===== src/hw/rtl/crsf_frame_receiver_macros.svh =====
// Assertion macros used by the frame receiver controller.
// Each macro expects clk and arst_n in the scope where it is used.
`ifndef CRSF_FRAME_RECEIVER_MACROS_SVH
`define CRSF_FRAME_RECEIVER_MACROS_SVH

// Same-cycle implication, disabled during reset.
`define CRSF_ASSERT_IMPL(label, ante, cons, msg) \
	label: assert property (@(posedge clk) disable iff (!arst_n) (ante) |-> (cons)) \
		else $error(msg);

// Next-cycle implication, disabled during reset.
`define CRSF_ASSERT_NEXT(label, ante, cons, msg) \
	label: assert property (@(posedge clk) disable iff (!arst_n) (ante) |=> (cons)) \
		else $error(msg);

`endif


===== src/hw/rtl/crsf_pkg.sv =====
// Shared constants, types and the CRC helper of the frame receiver.
// No dependencies; crsf_dp, crsf_ctrl and crsf_frame_receiver import this package.
package crsf_pkg;

	localparam int MAX_FRAME    = 64;
	localparam int NUM_CHANNELS = 16;
	localparam int ADDR_W       = $clog2(MAX_FRAME);
	localparam int FILL_W       = ADDR_W + 1;
	localparam int CH_W         = 11;
	localparam int CHIDX_W      = 4;
	localparam int BUF_W        = CH_W + 7;
	localparam int BCNT_W       = 5;
	localparam int PIDX_W       = 5;
	localparam int APB_AW       = 4;

	localparam logic [8:0] MAX_LEN = 9'(MAX_FRAME - 2);

	localparam logic [7:0] SYNC_EE  = 8'hEE;
	localparam logic [7:0] SYNC_EA  = 8'hEA;
	localparam logic [7:0] SYNC_EC  = 8'hEC;
	localparam logic [7:0] CRC_POLY = 8'hD5;

	// Input kinds.
	localparam logic KIND_BYTE = 1'b0;
	localparam logic KIND_TICK = 1'b1;

	// Result kinds.
	localparam logic [1:0] RES_CHANNEL = 2'd0;
	localparam logic [1:0] RES_STATS   = 2'd1;
	localparam logic [1:0] RES_STATUS  = 2'd2;

	// Register indexes.
	localparam logic [1:0] REG_SYNC    = 2'd0;
	localparam logic [1:0] REG_RC_CODE = 2'd1;
	localparam logic [1:0] REG_ST_CODE = 2'd2;
	localparam logic [1:0] REG_TIMEOUT = 2'd3;

	typedef struct packed {
		logic [7:0]  sync_value;
		logic [7:0]  rc_frame_code;
		logic [7:0]  stats_frame_code;
		logic [15:0] timeout_ms;
	} cfg_t;

	typedef struct packed {
		logic in_ready;
		logic start;
		logic issue_rd;
		logic load;
		logic emit_ch;
	} cmd_t;

	typedef struct packed {
		logic in_valid;
		logic good_rc;
		logic need_rd;
		logic last_ch;
		logic out_free;
	} sts_t;

	// One byte of CRC-8, MSB first.
	function automatic logic [7:0] crc8_byte(input logic [7:0] crc, input logic [7:0] data);
		logic [7:0] c;
		c = crc ^ data;
		for (int i = 0; i < 8; i++) begin
			c = c[7] ? ((c << 1) ^ CRC_POLY) : (c << 1);
		end
		return c;
	endfunction

endpackage


===== src/hw/rtl/crsf_if.sv =====
// Valid/ready channel interfaces for input items and result items.
// Depends on nothing; field widths follow the block's item layout.
interface crsf_in_if;
	logic       valid;
	logic       ready;
	logic       kind;
	logic [7:0] byte_value;

	modport source (output valid, kind, byte_value, input ready);
	modport sink (input valid, kind, byte_value, output ready);
endinterface

interface crsf_out_if;
	logic              valid;
	logic              ready;
	logic [1:0]        result_kind;
	logic [3:0]        channel_index;
	logic [10:0]       channel_value;
	logic signed [8:0] rssi_dbm;
	logic [7:0]        link_quality;
	logic              link_up;
	logic [31:0]       elapsed_ms;
	logic              last;

	modport source (output valid, result_kind, channel_index, channel_value, rssi_dbm,
		link_quality, link_up, elapsed_ms, last, input ready);
	modport sink (input valid, result_kind, channel_index, channel_value, rssi_dbm,
		link_quality, link_up, elapsed_ms, last, output ready);
endinterface


===== src/hw/rtl/crsf_dp.sv =====
// Datapath: frame buffer, running CRC, link timer, channel unpacker, output register.
// Depends on crsf_pkg and the channel interfaces in crsf_if.sv.
module crsf_dp (
	input  logic            clk,
	input  logic            arst_n,
	crsf_in_if.sink         in_ch,
	crsf_out_if.source      out_ch,
	input  crsf_pkg::cfg_t  cfg,
	input  crsf_pkg::cmd_t  cmd,
	output crsf_pkg::sts_t  sts
);
	import crsf_pkg::*;

	logic [7:0]        mem [MAX_FRAME];
	logic [7:0]        rd_q;
	logic [FILL_W-1:0] fill_q;
	logic [7:0]        len_q, crc_q, type_q, p0_q, p2_q;
	logic [31:0]       elapsed_q;
	logic              seen_q;
	logic [BUF_W-1:0]  buf_q;
	logic [BCNT_W-1:0] bcnt_q;
	logic [PIDX_W-1:0] pidx_q;
	logic [CHIDX_W-1:0] ch_q;
	logic              ov_q;

	logic              accept, is_byte, hunting, sync_hit, len_bad, in_body, at_end;
	logic              frame_done, good_rc, good_stats, load_any, byte_ok;
	logic [7:0]        b, p0, p2, load_byte;
	logic [ADDR_W-1:0] idx, rd_addr;
	logic [8:0]        idx9, len9;
	logic [31:0]       el_next;

	assign in_ch.ready = cmd.in_ready;
	assign accept   = in_ch.valid & cmd.in_ready;
	assign is_byte  = (in_ch.kind == KIND_BYTE);
	assign b        = in_ch.byte_value;
	assign hunting  = (fill_q == '0);
	assign idx      = fill_q[ADDR_W-1:0];
	assign idx9     = 9'(idx);
	assign len9     = {1'b0, len_q};
	assign sync_hit = (b == cfg.sync_value) || (b == SYNC_EE) || (b == SYNC_EA) || (b == SYNC_EC);
	assign len_bad  = ({1'b0, b} < 9'd2) || ({1'b0, b} > MAX_LEN);
	assign in_body  = (idx9 >= 9'd2) && (idx9 <= len9);
	assign at_end   = (idx9 >= 9'd2) && (idx9 == len9 + 9'd1);

	assign frame_done = accept && is_byte && !hunting && at_end && (crc_q == b);
	assign good_rc    = frame_done && (type_q == cfg.rc_frame_code);
	assign good_stats = frame_done && !good_rc && (type_q == cfg.stats_frame_code);

	assign el_next = (&elapsed_q) ? elapsed_q : elapsed_q + 32'd1;
	assign p0 = (len_q > 8'd2) ? p0_q : 8'd0;
	assign p2 = (len_q > 8'd4) ? p2_q : 8'd0;

	// Payload bytes past the end of the received payload read as zero.
	assign byte_ok   = (9'(pidx_q) + 9'd2) < len9;
	assign load_byte = byte_ok ? rd_q : 8'd0;
	assign rd_addr   = ADDR_W'(pidx_q) + ADDR_W'(3);

	assign load_any = (accept && !is_byte) || good_stats || cmd.emit_ch;

	assign sts.in_valid = in_ch.valid;
	assign sts.good_rc  = good_rc;
	assign sts.need_rd  = (bcnt_q < BCNT_W'(CH_W));
	assign sts.last_ch  = (ch_q == CHIDX_W'(NUM_CHANNELS - 1));
	assign sts.out_free = !ov_q || out_ch.ready;

	always_ff @(posedge clk) begin
		if (accept && is_byte && !hunting) begin
			mem[idx] <= b;
		end
		if (cmd.issue_rd) begin
			rd_q <= mem[rd_addr];
		end
	end

	always_ff @(posedge clk or negedge arst_n) begin
		if (!arst_n) begin
			fill_q    <= '0;
			elapsed_q <= '0;
			seen_q    <= 1'b0;
			ov_q      <= 1'b0;
		end else begin
			if (accept && !is_byte) begin
				elapsed_q <= el_next;
			end
			if (accept && is_byte) begin
				if (hunting) begin
					if (sync_hit) fill_q <= FILL_W'(1);
				end else if (idx == ADDR_W'(1)) begin
					fill_q <= len_bad ? '0 : fill_q + FILL_W'(1);
				end else if (at_end) begin
					fill_q <= '0;
				end else begin
					fill_q <= fill_q + FILL_W'(1);
				end
			end
			if (good_rc) begin
				elapsed_q <= '0;
				seen_q    <= 1'b1;
			end
			if (load_any) begin
				ov_q <= 1'b1;
			end else if (out_ch.ready) begin
				ov_q <= 1'b0;
			end
		end
	end

	// Frame header, CRC and captured statistics bytes.
	always_ff @(posedge clk) begin
		if (accept && is_byte && !hunting) begin
			if (idx == ADDR_W'(1)) begin
				len_q <= b;
				crc_q <= 8'd0;
			end else if (in_body) begin
				crc_q <= crc8_byte(crc_q, b);
			end
			if (idx == ADDR_W'(2)) type_q <= b;
			if (idx == ADDR_W'(3)) p0_q <= b;
			if (idx == ADDR_W'(5)) p2_q <= b;
		end
	end

	// Channel unpacker: bytes shift in LSB first, 11 bits leave per channel.
	always_ff @(posedge clk) begin
		if (cmd.start) begin
			buf_q  <= '0;
			bcnt_q <= '0;
			pidx_q <= '0;
			ch_q   <= '0;
		end else if (cmd.load) begin
			buf_q  <= buf_q | (BUF_W'(load_byte) << bcnt_q);
			bcnt_q <= bcnt_q + BCNT_W'(8);
			pidx_q <= pidx_q + PIDX_W'(1);
		end else if (cmd.emit_ch) begin
			buf_q  <= buf_q >> CH_W;
			bcnt_q <= bcnt_q - BCNT_W'(CH_W);
			ch_q   <= ch_q + CHIDX_W'(1);
		end
	end

	always_ff @(posedge clk) begin
		if (load_any) begin
			out_ch.result_kind   <= RES_STATUS;
			out_ch.channel_index <= '0;
			out_ch.channel_value <= '0;
			out_ch.rssi_dbm      <= '0;
			out_ch.link_quality  <= '0;
			out_ch.link_up       <= 1'b0;
			out_ch.elapsed_ms    <= '0;
			out_ch.last          <= 1'b1;
			if (cmd.emit_ch) begin
				out_ch.result_kind   <= RES_CHANNEL;
				out_ch.channel_index <= ch_q;
				out_ch.channel_value <= buf_q[CH_W-1:0];
				out_ch.last          <= sts.last_ch;
			end else if (good_stats) begin
				out_ch.result_kind  <= RES_STATS;
				out_ch.rssi_dbm     <= -$signed({p0[7], p0});
				out_ch.link_quality <= p2;
			end else begin
				out_ch.link_up    <= seen_q && (el_next < {16'd0, cfg.timeout_ms});
				out_ch.elapsed_ms <= seen_q ? el_next : '1;
			end
		end
	end

	assign out_ch.valid = ov_q;

endmodule


===== src/hw/rtl/crsf_ctrl.sv =====
// Controller: input gating and the sequencer that unpacks RC channels.
// Depends on crsf_pkg and crsf_frame_receiver_macros.svh.
module crsf_ctrl (
	input  logic           clk,
	input  logic           arst_n,
	input  crsf_pkg::sts_t sts,
	output crsf_pkg::cmd_t cmd
);
	import crsf_pkg::*;
	`include "crsf_frame_receiver_macros.svh"

	localparam logic [1:0] ST_IDLE = 2'd0;
	localparam logic [1:0] ST_CHK  = 2'd1;
	localparam logic [1:0] ST_LD   = 2'd2;

	logic [1:0] state_q, state_d;
	logic       accept;

	always_comb begin
		cmd      = '0;
		state_d  = state_q;
		cmd.in_ready = (state_q == ST_IDLE) && sts.out_free;
		accept   = cmd.in_ready && sts.in_valid;
		case (state_q)
			ST_IDLE: begin
				if (accept && sts.good_rc) begin
					cmd.start = 1'b1;
					state_d   = ST_CHK;
				end
			end
			ST_CHK: begin
				if (sts.need_rd) begin
					cmd.issue_rd = 1'b1;
					state_d      = ST_LD;
				end else if (sts.out_free) begin
					cmd.emit_ch = 1'b1;
					if (sts.last_ch) state_d = ST_IDLE;
				end
			end
			ST_LD: begin
				cmd.load = 1'b1;
				state_d  = ST_CHK;
			end
			default: state_d = ST_IDLE;
		endcase
	end

	always_ff @(posedge clk or negedge arst_n) begin
		if (!arst_n) begin
			state_q <= ST_IDLE;
		end else begin
			state_q <= state_d;
		end
	end

	`CRSF_ASSERT_IMPL(a_emit_free, cmd.emit_ch, sts.out_free, "channel emitted into busy output")
	`CRSF_ASSERT_NEXT(a_last_idle, cmd.emit_ch && sts.last_ch, state_q == ST_IDLE, "no return to idle")
	`CRSF_ASSERT_NEXT(a_rd_load, cmd.issue_rd, cmd.load, "read issued without load")

endmodule


===== src/hw/rtl/crsf_frame_receiver.sv =====
// Frame receiver for a CRSF-style serial link. Serial bytes and one-millisecond ticks
// arrive on in_ch; results leave on out_ch through a single output register. The block
// hunts for a sync byte (the programmed sync_value or 0xEE, 0xEA, 0xEC), takes a length
// byte, buffers the frame and checks a CRC-8 (polynomial 0xD5) on the fly. A good RC frame
// yields sixteen 11-bit channel results and restarts the link timer; a good link statistics
// frame yields one result; every tick yields one link status result. A byte or tick is
// taken when the output register is free. After a good RC frame the block stops taking
// requests while it unpacks: it reads the 22 payload bytes through the frame buffer's single
// read port (ST_CHK issues a read, ST_LD loads it) and emits a channel whenever enough bits
// are buffered and the output is free, until the last channel has gone out.
// Depends on crsf_pkg, crsf_if.sv, crsf_dp and crsf_ctrl.
module crsf_frame_receiver (
	input  logic                          clk,
	input  logic                          arst_n,
	crsf_in_if.sink                       in_ch,
	crsf_out_if.source                    out_ch,
	input  logic                          psel,
	input  logic                          penable,
	input  logic                          pwrite,
	input  logic [crsf_pkg::APB_AW-1:0]   paddr,
	input  logic [31:0]                   pwdata,
	output logic [31:0]                   prdata,
	output logic                          pready
);
	import crsf_pkg::*;

	cfg_t       cfg_q;
	cmd_t       cmd;
	sts_t       sts;
	logic [1:0] reg_idx;
	logic       wr_en;

	// Registers sit at byte addresses 0, 4, 8 and 12; writes complete in the access cycle.
	assign pready  = 1'b1;
	assign reg_idx = paddr[3:2];
	assign wr_en   = psel && penable && pwrite && pready;

	always_ff @(posedge clk or negedge arst_n) begin
		if (!arst_n) begin
			cfg_q.sync_value       <= 8'd200;
			cfg_q.rc_frame_code    <= 8'd22;
			cfg_q.stats_frame_code <= 8'd20;
			cfg_q.timeout_ms       <= 16'd1000;
		end else if (wr_en) begin
			case (reg_idx)
				REG_SYNC:    cfg_q.sync_value       <= pwdata[7:0];
				REG_RC_CODE: cfg_q.rc_frame_code    <= pwdata[7:0];
				REG_ST_CODE: cfg_q.stats_frame_code <= pwdata[7:0];
				REG_TIMEOUT: cfg_q.timeout_ms       <= pwdata[15:0];
				default: ;
			endcase
		end
	end

	// Reads return the register value, zero-extended to the data bus.
	always_comb begin
		case (reg_idx)
			REG_SYNC:    prdata = {24'd0, cfg_q.sync_value};
			REG_RC_CODE: prdata = {24'd0, cfg_q.rc_frame_code};
			REG_ST_CODE: prdata = {24'd0, cfg_q.stats_frame_code};
			REG_TIMEOUT: prdata = {16'd0, cfg_q.timeout_ms};
			default:     prdata = '0;
		endcase
	end

	// The controller sequences request intake and channel unpacking; the datapath
	// holds the frame buffer, CRC, link timer and the output register.
	crsf_ctrl u_ctrl (
		.clk    (clk),
		.arst_n (arst_n),
		.sts    (sts),
		.cmd    (cmd)
	);

	crsf_dp u_dp (
		.clk    (clk),
		.arst_n (arst_n),
		.in_ch  (in_ch),
		.out_ch (out_ch),
		.cfg    (cfg_q),
		.cmd    (cmd),
		.sts    (sts)
	);

endmodule


===== src/flat_wrapper.sv =====
// flat-port wrapper written by rule: the top's interface ports become plain ports
module crsf_frame_receiver_flat import crsf_pkg::*;
  (clk, arst_n, psel, penable, pwrite, paddr, pwdata, prdata, pready, in_ch_valid, in_ch_kind, in_ch_byte_value, in_ch_ready, out_ch_valid, out_ch_result_kind, out_ch_channel_index, out_ch_channel_value, out_ch_rssi_dbm, out_ch_link_quality, out_ch_link_up, out_ch_elapsed_ms, out_ch_last, out_ch_ready);
  crsf_in_if in_ch_i ();
  crsf_out_if out_ch_i ();
  input  logic clk;
  input  logic arst_n;
  input  logic psel;
  input  logic penable;
  input  logic pwrite;
  input  logic [crsf_pkg::APB_AW-1:0] paddr;
  input  logic [31:0] pwdata;
  output logic [31:0] prdata;
  output logic pready;
  input wire logic [$bits(in_ch_i.valid)-1:0] in_ch_valid;
  input wire logic [$bits(in_ch_i.kind)-1:0] in_ch_kind;
  input wire logic [$bits(in_ch_i.byte_value)-1:0] in_ch_byte_value;
  output wire logic [$bits(in_ch_i.ready)-1:0] in_ch_ready;
  output wire logic [$bits(out_ch_i.valid)-1:0] out_ch_valid;
  output wire logic [$bits(out_ch_i.result_kind)-1:0] out_ch_result_kind;
  output wire logic [$bits(out_ch_i.channel_index)-1:0] out_ch_channel_index;
  output wire logic [$bits(out_ch_i.channel_value)-1:0] out_ch_channel_value;
  output wire logic [$bits(out_ch_i.rssi_dbm)-1:0] out_ch_rssi_dbm;
  output wire logic [$bits(out_ch_i.link_quality)-1:0] out_ch_link_quality;
  output wire logic [$bits(out_ch_i.link_up)-1:0] out_ch_link_up;
  output wire logic [$bits(out_ch_i.elapsed_ms)-1:0] out_ch_elapsed_ms;
  output wire logic [$bits(out_ch_i.last)-1:0] out_ch_last;
  input wire logic [$bits(out_ch_i.ready)-1:0] out_ch_ready;
  assign in_ch_i.valid = in_ch_valid;
  assign in_ch_i.kind = in_ch_kind;
  assign in_ch_i.byte_value = in_ch_byte_value;
  assign in_ch_ready = in_ch_i.ready;
  assign out_ch_valid = out_ch_i.valid;
  assign out_ch_result_kind = out_ch_i.result_kind;
  assign out_ch_channel_index = out_ch_i.channel_index;
  assign out_ch_channel_value = out_ch_i.channel_value;
  assign out_ch_rssi_dbm = out_ch_i.rssi_dbm;
  assign out_ch_link_quality = out_ch_i.link_quality;
  assign out_ch_link_up = out_ch_i.link_up;
  assign out_ch_elapsed_ms = out_ch_i.elapsed_ms;
  assign out_ch_last = out_ch_i.last;
  assign out_ch_i.ready = out_ch_ready;
  crsf_frame_receiver u_core (.clk(clk), .arst_n(arst_n), .in_ch(in_ch_i), .out_ch(out_ch_i), .psel(psel), .penable(penable), .pwrite(pwrite), .paddr(paddr), .pwdata(pwdata), .prdata(prdata), .pready(pready));
endmodule

===== config.mk =====
export PLATFORM = sky130hd
export DESIGN_NAME = crsf_frame_receiver_flat
export DESIGN_NICKNAME = d
export VERILOG_FILES = /design/src/hw/rtl/crsf_pkg.sv /design/src/hw/rtl/crsf_if.sv /design/src/hw/rtl/crsf_dp.sv /design/src/hw/rtl/crsf_ctrl.sv /design/src/hw/rtl/crsf_frame_receiver.sv /design/src/flat_wrapper.sv
export VERILOG_INCLUDE_DIRS = /design/src /design/src/hw/rtl
export SDC_FILE = /design/constraint.sdc
export NUM_CORES = 1
export LEC_CHECK = 0
export BUFFER_PORTS_ARGS = -buffer_cell sky130_fd_sc_hd__buf_2
export CORE_MARGIN = 2
export CORE_UTILIZATION = 35
export DETAILED_ROUTE_END_ITERATION = 12
export PLACE_DENSITY = 0.58
export SLEW_MARGIN = 20
export SYNTH_ARGS = -nofsm -noshare
export SYNTH_HDL_FRONTEND = slang
export SYNTH_SLANG_ARGS = --single-unit

===== constraint.sdc =====
create_clock -name clk -period 3.72 [get_ports clk]
set_input_delay 0.372 -clock clk [delete_from_list [all_inputs] [get_ports clk]]
set_output_delay 0.372 -clock clk [all_outputs]
set_load 0.01 [all_outputs]

; ---- After elaboration in Yosys (flattened, before gate mapping)
; Memory sizes are Yosys's and may differ from the RTL's. A register that Yosys moved wholly into a read port is not among the register bits.
; Cells that the tools add are included.
[word_totals]
reg_bits = 223
ram_bits = 512
inputBits = 52
out_inout_bits = 103
elab_cells = 176
mem_count = 1
[classes]
add_sub_neg = 10
order_cmp = 9
n_eq_ne = 22
shift = 1
n_mux = 43
bitwise_logic = 15
n_reduce_logical = 49
[memory_table]
columns = name, depth, word_bits, read_ports, rd_clocked_by_memory_dff, write_ports, line
row1 = u_core.u_dp.mem, 64, 8, 1, 1, 1, crsf_dp.sv:14  ; logic [7:0] mem [MAX_FRAME];
[op_table]
columns = cell, count
row1 = $mux W32, 4
row2 = $pmux W32 S4, 1
row3 = $mux W8, 11
row4 = $not A5 Y5, 8
row5 = $mux W18, 2
row6 = $mux W7, 5
row7 = $add A32 B1 Y32 const B, 1
row8 = $eq A8 B8 Y1, 4
row9 = $lt A32 B16 Y1, 1
row10 = $reduce_and A32 Y1, 1
row11 = $eq A8 B8 Y1 const B, 3
row12 = $reduce_and A2 Y1, 11
row13 = $or A18 B18 Y18, 1
row14 = $shl A8 B5 Y18, 1
row15 = $logic_and A1 B1 Y1, 16
row16 = $add A5 B2 Y6 const B, 2
row17 = $eq A6 B2 Y1 const B, 2
row18 = $mux W1, 12
row19 = $mux W2, 5
row20 = $mux W5, 2
row21 = $add A8 B1 Y9 const B, 1
row22 = $eq A6 B9 Y1, 1
row23 = $neg A8 Y9, 1
row24 = $gt A8 B2 Y1 const B, 1
row25 = other kinds (32), 52

; ---- Longest topological paths before layout
[logic_depth]
depth_word = 18
depth_mapped = 18
mapped_depth_nobuf = 16

; ---- Hierarchy
; Synthesis repeated with hierarchy kept, for this count alone.
[unflattened]
hier_cells = 1824
hier_area_um2 = 27485.1
[by_module_without_submodules]
columns = module, n_inst, cells_each, area_per_inst_um2
row1 = crsf_dp, 1, 1685, 25411.9
row2 = crsf_frame_receiver, 1, 127, 1935.6
row3 = crsf_ctrl, 1, 12, 137.6

; ---- Worst setup path after synthesis
; OpenSTA, ideal clock, no wires.
[synth_path]
path_type = register to register
start = reg u_core.u_dp.crc_q[7]
end = reg u_core.u_dp.out_ch.channel_index[0], enable pin
arrival_ps = 3576
required_ps = 3292
slack_ps = -284
stages_incl_launch_ff = 10
path_buffers = 1
period_less_slack_ps = 4004
cell_sequence = edfxtp_1 xnor2_1 ha_1 inv_1 or4_1 nor4b_1 a21o_1 buf_2 inv_1 nand2_1
[synth_between]
elab_chain_cells = 8
[synth_rtl]
columns = element, line
row1 = "start, declared", crsf_dp.sv:17  ; logic [7:0] len_q, crc_q, type_q, p0_q, p2_q;
row2 = "start signal, assigned", crsf_dp.sv:116  ; crc_q <= crc8_byte(crc_q, b);
row3 = $eq A8 B8 Y1 (*), crsf_dp.sv:46  ; assign frame_done = accept && is_byte && !hunting && at_end && (crc_q == b);
row4 = $logic_and A1 B1 Y1 (*), crsf_dp.sv:46
row5 = $logic_and A1 B1 Y1, crsf_dp.sv:47  ; assign good_rc = frame_done && (type_q == cfg.rc_frame_code);
row6 = $logic_not A1 Y1, crsf_dp.sv:48  ; assign good_stats = frame_done && !good_rc && (type_q == cfg.stats_frame_code);
row7 = $logic_and A1 B1 Y1 (*) (2 in series), crsf_dp.sv:48
row8 = $logic_or A1 B1 Y1 (*) (2 in series), crsf_dp.sv:59  ; assign load_any = (accept && !is_byte) || good_stats || cmd.emit_ch;
row9 = via u_core.u_dp.load_any, crsf_dp.sv:27  ; logic frame_done, good_rc, good_stats, load_any, byte_ok;
row10 = "end signal, assigned", crsf_dp.sv:154  ; out_ch.channel_index <= ch_q;
row11 = "end, declared", crsf_if.sv:25  ; modport source (output valid, result_kind, channel_index, channel_value, rssi_dbm,
; Mark *: on every way through the listed nets, which the timed path passes. The rest lies on a longest branch.
; A chain may end at the register's enable or synchronous reset.

; ---- Worst setup path after layout
[layout_path]
start = reg u_core.u_dp.elapsed_q[22]
end = reg u_core.u_dp.out_ch.link_up, data pin
[layout_between]
elab_chain_cells = 4
elab_cells_between_ends = 5
classes_between = add/sub: 1 / order compare: 1 / mux: 1 / reduce/logical: 2
[layout_rtl]
columns = element, line
row1 = "start, declared", crsf_dp.sv:18  ; logic [31:0] elapsed_q;
row2 = "start signal, assigned", crsf_dp.sv:84  ; elapsed_q <= el_next;
row3 = $add A32 B1 Y32 / $reduce_and A32 Y1 (equally long branches), crsf_dp.sv:50  ; assign el_next = (&elapsed_q) ? elapsed_q : elapsed_q + 32'd1;
row4 = $mux W32 (*), crsf_dp.sv:50
row5 = $lt A32 B16 Y1 (*), crsf_dp.sv:162  ; out_ch.link_up <= seen_q && (el_next < {16'd0, cfg.timeout_ms});
row6 = $logic_and A1 B1 Y1 (*), crsf_dp.sv:162
row7 = "end signal, assigned", crsf_dp.sv:162
row8 = "end, declared", crsf_if.sv:26  ; link_quality, link_up, elapsed_ms, last, input ready);
; Mark *: on every way between the ends. The rest lies on a longest branch, timed or not.

==> impl_metrics.tcl <==
set metrics [dict create \
    ys_warn_count 0 \
    cp-start-kind "flop" \
    rows 102 \
    worst_hold_slack_ns 0.0555 \
    final_common_cell "edfxtp_1" \
    setup_violations 0 \
    clkTransAtPathRegs_ns 0.07 \
    synth.avg_cell_area_um2 14.7 \
    timing_hold_violations_final 0 \
    cts_buffer_depth 3 \
    arrival_ns 3.80 \
    cts_inserted_buffers 67 \
    drc 0 \
    layout_common_cells "500 x edfxtp_1, 172 x nor2_1, 130 x buf_4" \
    grt_pass1_vias 16700 \
    seq_area_frac_synth_pct 64.9 \
    ys.flop_type "edfxtp_1" \
    htreeDepth 3 \
    vdd_drop_max_v 0.000349 \
    track_usage_pct 16.1 \
    dp_slack_ns 0.293 \
    skew_ns 0.0291 \
    netlist_area_um2 27300 \
    worstMarginPinSlew_ns 1.04 \
    cts-root-buf "clkbuf_16" \
    ys_seq_elements 615 \
    die-area_um2 80400 \
    cts_tree "built" \
    ys_types 74 \
    min_path_type "in -> reg" \
    drt-vias-per-instance 5.15 \
    critPathCaptureType "flop" \
    pin_count 155 \
    dp_hpwl_mm 42.9 \
    fp.coreArea_um2 77500 \
    synth_compound_gate_area_share_pct 5.88 \
    grt.met2_usage_pct 26.4 \
    worst_slack_ns 0.365 \
    gr-max-usage-layer "met2" \
    clock.fmax_mhz 298 \
    gr-total-overflow 0 \
    slew_viol_final 0 \
    drv_cap 0 \
    layout-drive-gt1-share_pct 25.5 \
    grt_setup_unrepaired "false" \
    die_y_um 284 \
    synth_simple_gate_area_share_pct 9.12 \
    power.leakage_uw 0.0115 \
    synth_top_family_by_area "multiplexers" \
    synthMuxAreaShare_pct 12.2 \
    outcome "finished clean" \
    grt_pass1_wl_mm 100 \
    wl_mm 65.0 \
    synthXorXnorAreaFrac_pct 3.28 \
    worstPathRequired_ns 4.17 \
    fin_setup_tns_ns 0 \
    min_period_ns 3.35 \
    async_flop_share_pct 13.5 \
    portBuffers 119 \
    grt_max_degree 102 \
    critPathKind "reg -> reg" \
    antenna_left 0 \
    initial_core_util_pct 35.3 \
    globalplace.congestion 0.848 \
    powerDensity_nw_per_um2 519 \
    synth_edf_count 500 \
    fill_cells 6997 \
    grtUsageMet1_pct 21.2 \
    slew-limit-headroom_pct 30.1 \
    wl_per_cell_um 20.4 \
    diodes 0 \
    antenna_found_initial 1 \
    final_net_count 2190 \
    initialDrtViolationCount 1345 \
    vias 16400 \
    cp_max_fo 9 \
    cts_sinks 615 \
    fin_crit_sh_pct 90.2 \
    syn_inst 1860 \
    clk_latency_ns 0.62 \
    postCtsSetupBuffers 0 \
    first_pass_iters 7 \
    synth-adder-area-share_pct 1.92 \
    syn_to_final_growth_pct 18.1 \
    use_met3_pct 3.41 \
    die_w_um 284 \
]
-- synth_stat cells (7+ instances only) --
cell type	n	share of area [%]
a31oi_1	12	0.27
xor2_1	35	1.1
o31ai_1	10	0.27
mux2_2	29	1.2
dfrtp_1	69	6.3
buf_1	7	0.096
o21a_1	8	0.22
dfstp_2	14	1.3
nand4_1	20	0.46
clkbuf_1	57	0.78
or3_1	12	0.27
nor3_1	19	0.35
edfxtp_1	500	55
nand2b_1	10	0.23
nand3_1	45	0.82
a221oi_1	9	0.29
and3_1	19	0.43
buf_2	31	0.57
nor3b_1	9	0.25
and4_1	7	0.22
o21ai_0	72	1.3
dfxtp_1	32	2.3
nor2_1	172	2.4
inv_1	48	0.66
mux2i_1	31	1.1
a21oi_1	63	1.2
xnor2_1	65	2.1
nand2_1	110	1.5
ha_1	42	1.9
o22ai_1	22	0.50
a32oi_1	7	0.22
mux4_2	120	9.9
and2_1	42	0.96
buf_4	18	0.49
a211oi_1	15	0.41
-- metal layers --
metal	routed length, µm	share of wire (%)	up-vias
met5	18	0.028	-
met4	2140	3.3	2
met3	3420	5.3	122
met2	31300	48	427
met1	28200	43	8341
li1	-	-	7547
-- registers in the layout (all words and copies together), names as in the netlist, 9 cells and up --
name,cells
u_core.u_dp.out_ch.channel_value,11
u_core.cfg_q,40
u_core.u_dp.mem,384
u_core.u_dp.buf_q,18
u_core.u_dp.elapsed_q,32
u_core.u_dp.out_ch.rssi_dbm,9
u_core.u_dp.out_ch.elapsed_ms,32
-- worst max-delay path: stages, from the launching register on --
cell and delay [ns]:
dfrtp_1 0.47, and4_1 0.29, nand3_2 0.12, nor3_2 0.22
buf_4 0.17, nor3_2 0.06, and3_1 0.20, xnor2_1 0.21
inv_1 0.07, ha_1 0.31, a21oi_1 0.16, o21ai_1 0.11
o21ai_0 0.26, o2111a_1 0.29, nand4_1 0.13, nor4_2 0.16
-- stage by stage --
step	power, µW	cells	utilization (%)	instance area, µm²
floorplan	9380	1875	-	27400
global placement	10100	3053	38.6	29900
detailed placement	10100	3053	38.6	29900
CTS	16900	3189	41.7	32300
global route	17500	3189	41.7	32300
finish	16800	3189	41.7	32300
-- what timing repair did --
item	in CTS	in global routing
hold endpoints to repair	66	0
gates resized for setup	0	4
setup endpoints to repair	0	1
hold buffers	14	0
-- final cells by class --
type | count | area (µm²) | share of cell area (%)
clock buffers | 88 | 1830 | 5.65
clock inverters | 34 | 428 | 1.32
inverters | 49 | 184 | 0.569
multi-input cells | 1096 | 9000 | 27.9
flip-flops and latches | 615 | 17800 | 55.0
well taps | 1040 | 1300 | 4.03
repair buffers | 267 | 1810 | 5.59
-- power by group --
part	total, µW	switching [µW]	internal [µW]	leakage, µW
sequential	8090	247	7840	0.00582
clock	6770	2770	4000	0.00110
combinational	1920	1140	777	0.00457
total	16800	4160	12600	0.0115
-- kinds of logic (layout without fill, tap and decap cells) --
family	after synthesis	count (layout)
XOR/XNOR	101	101
other	2	17
buffers and inverters	164	438
multiplexers	180	180
AO/OA/AOI/OAI	254	254
AND/OR/NAND/NOR	502	502
flip-flops	615	615
adder cells (fa/ha/maj)	42	42
-- worst paths after layout --
kind                            slack (ns)                         end                 startpoint  cells after the start
worst max-delay path                  0.37  u_core.u_dp.out_ch.link_up  u_core.u_dp.elapsed_q[22]                     15
worst min register to register        0.47        u_core.u_dp.buf_q[2]       u_core.u_dp.buf_q[2]                      2
worst max register to register        0.37  u_core.u_dp.out_ch.link_up  u_core.u_dp.elapsed_q[22]                     15
worst min-delay path                  0.06             u_core.cfg_q[4]                  pwdata[4]                      3
min in group asynchronous             0.39   u_core.u_dp.elapsed_q[15]                     arst_n                      2
max in group asynchronous             2.40            u_core.cfg_q[39]                     arst_n                      3
(Power assumes the default switching activity.)
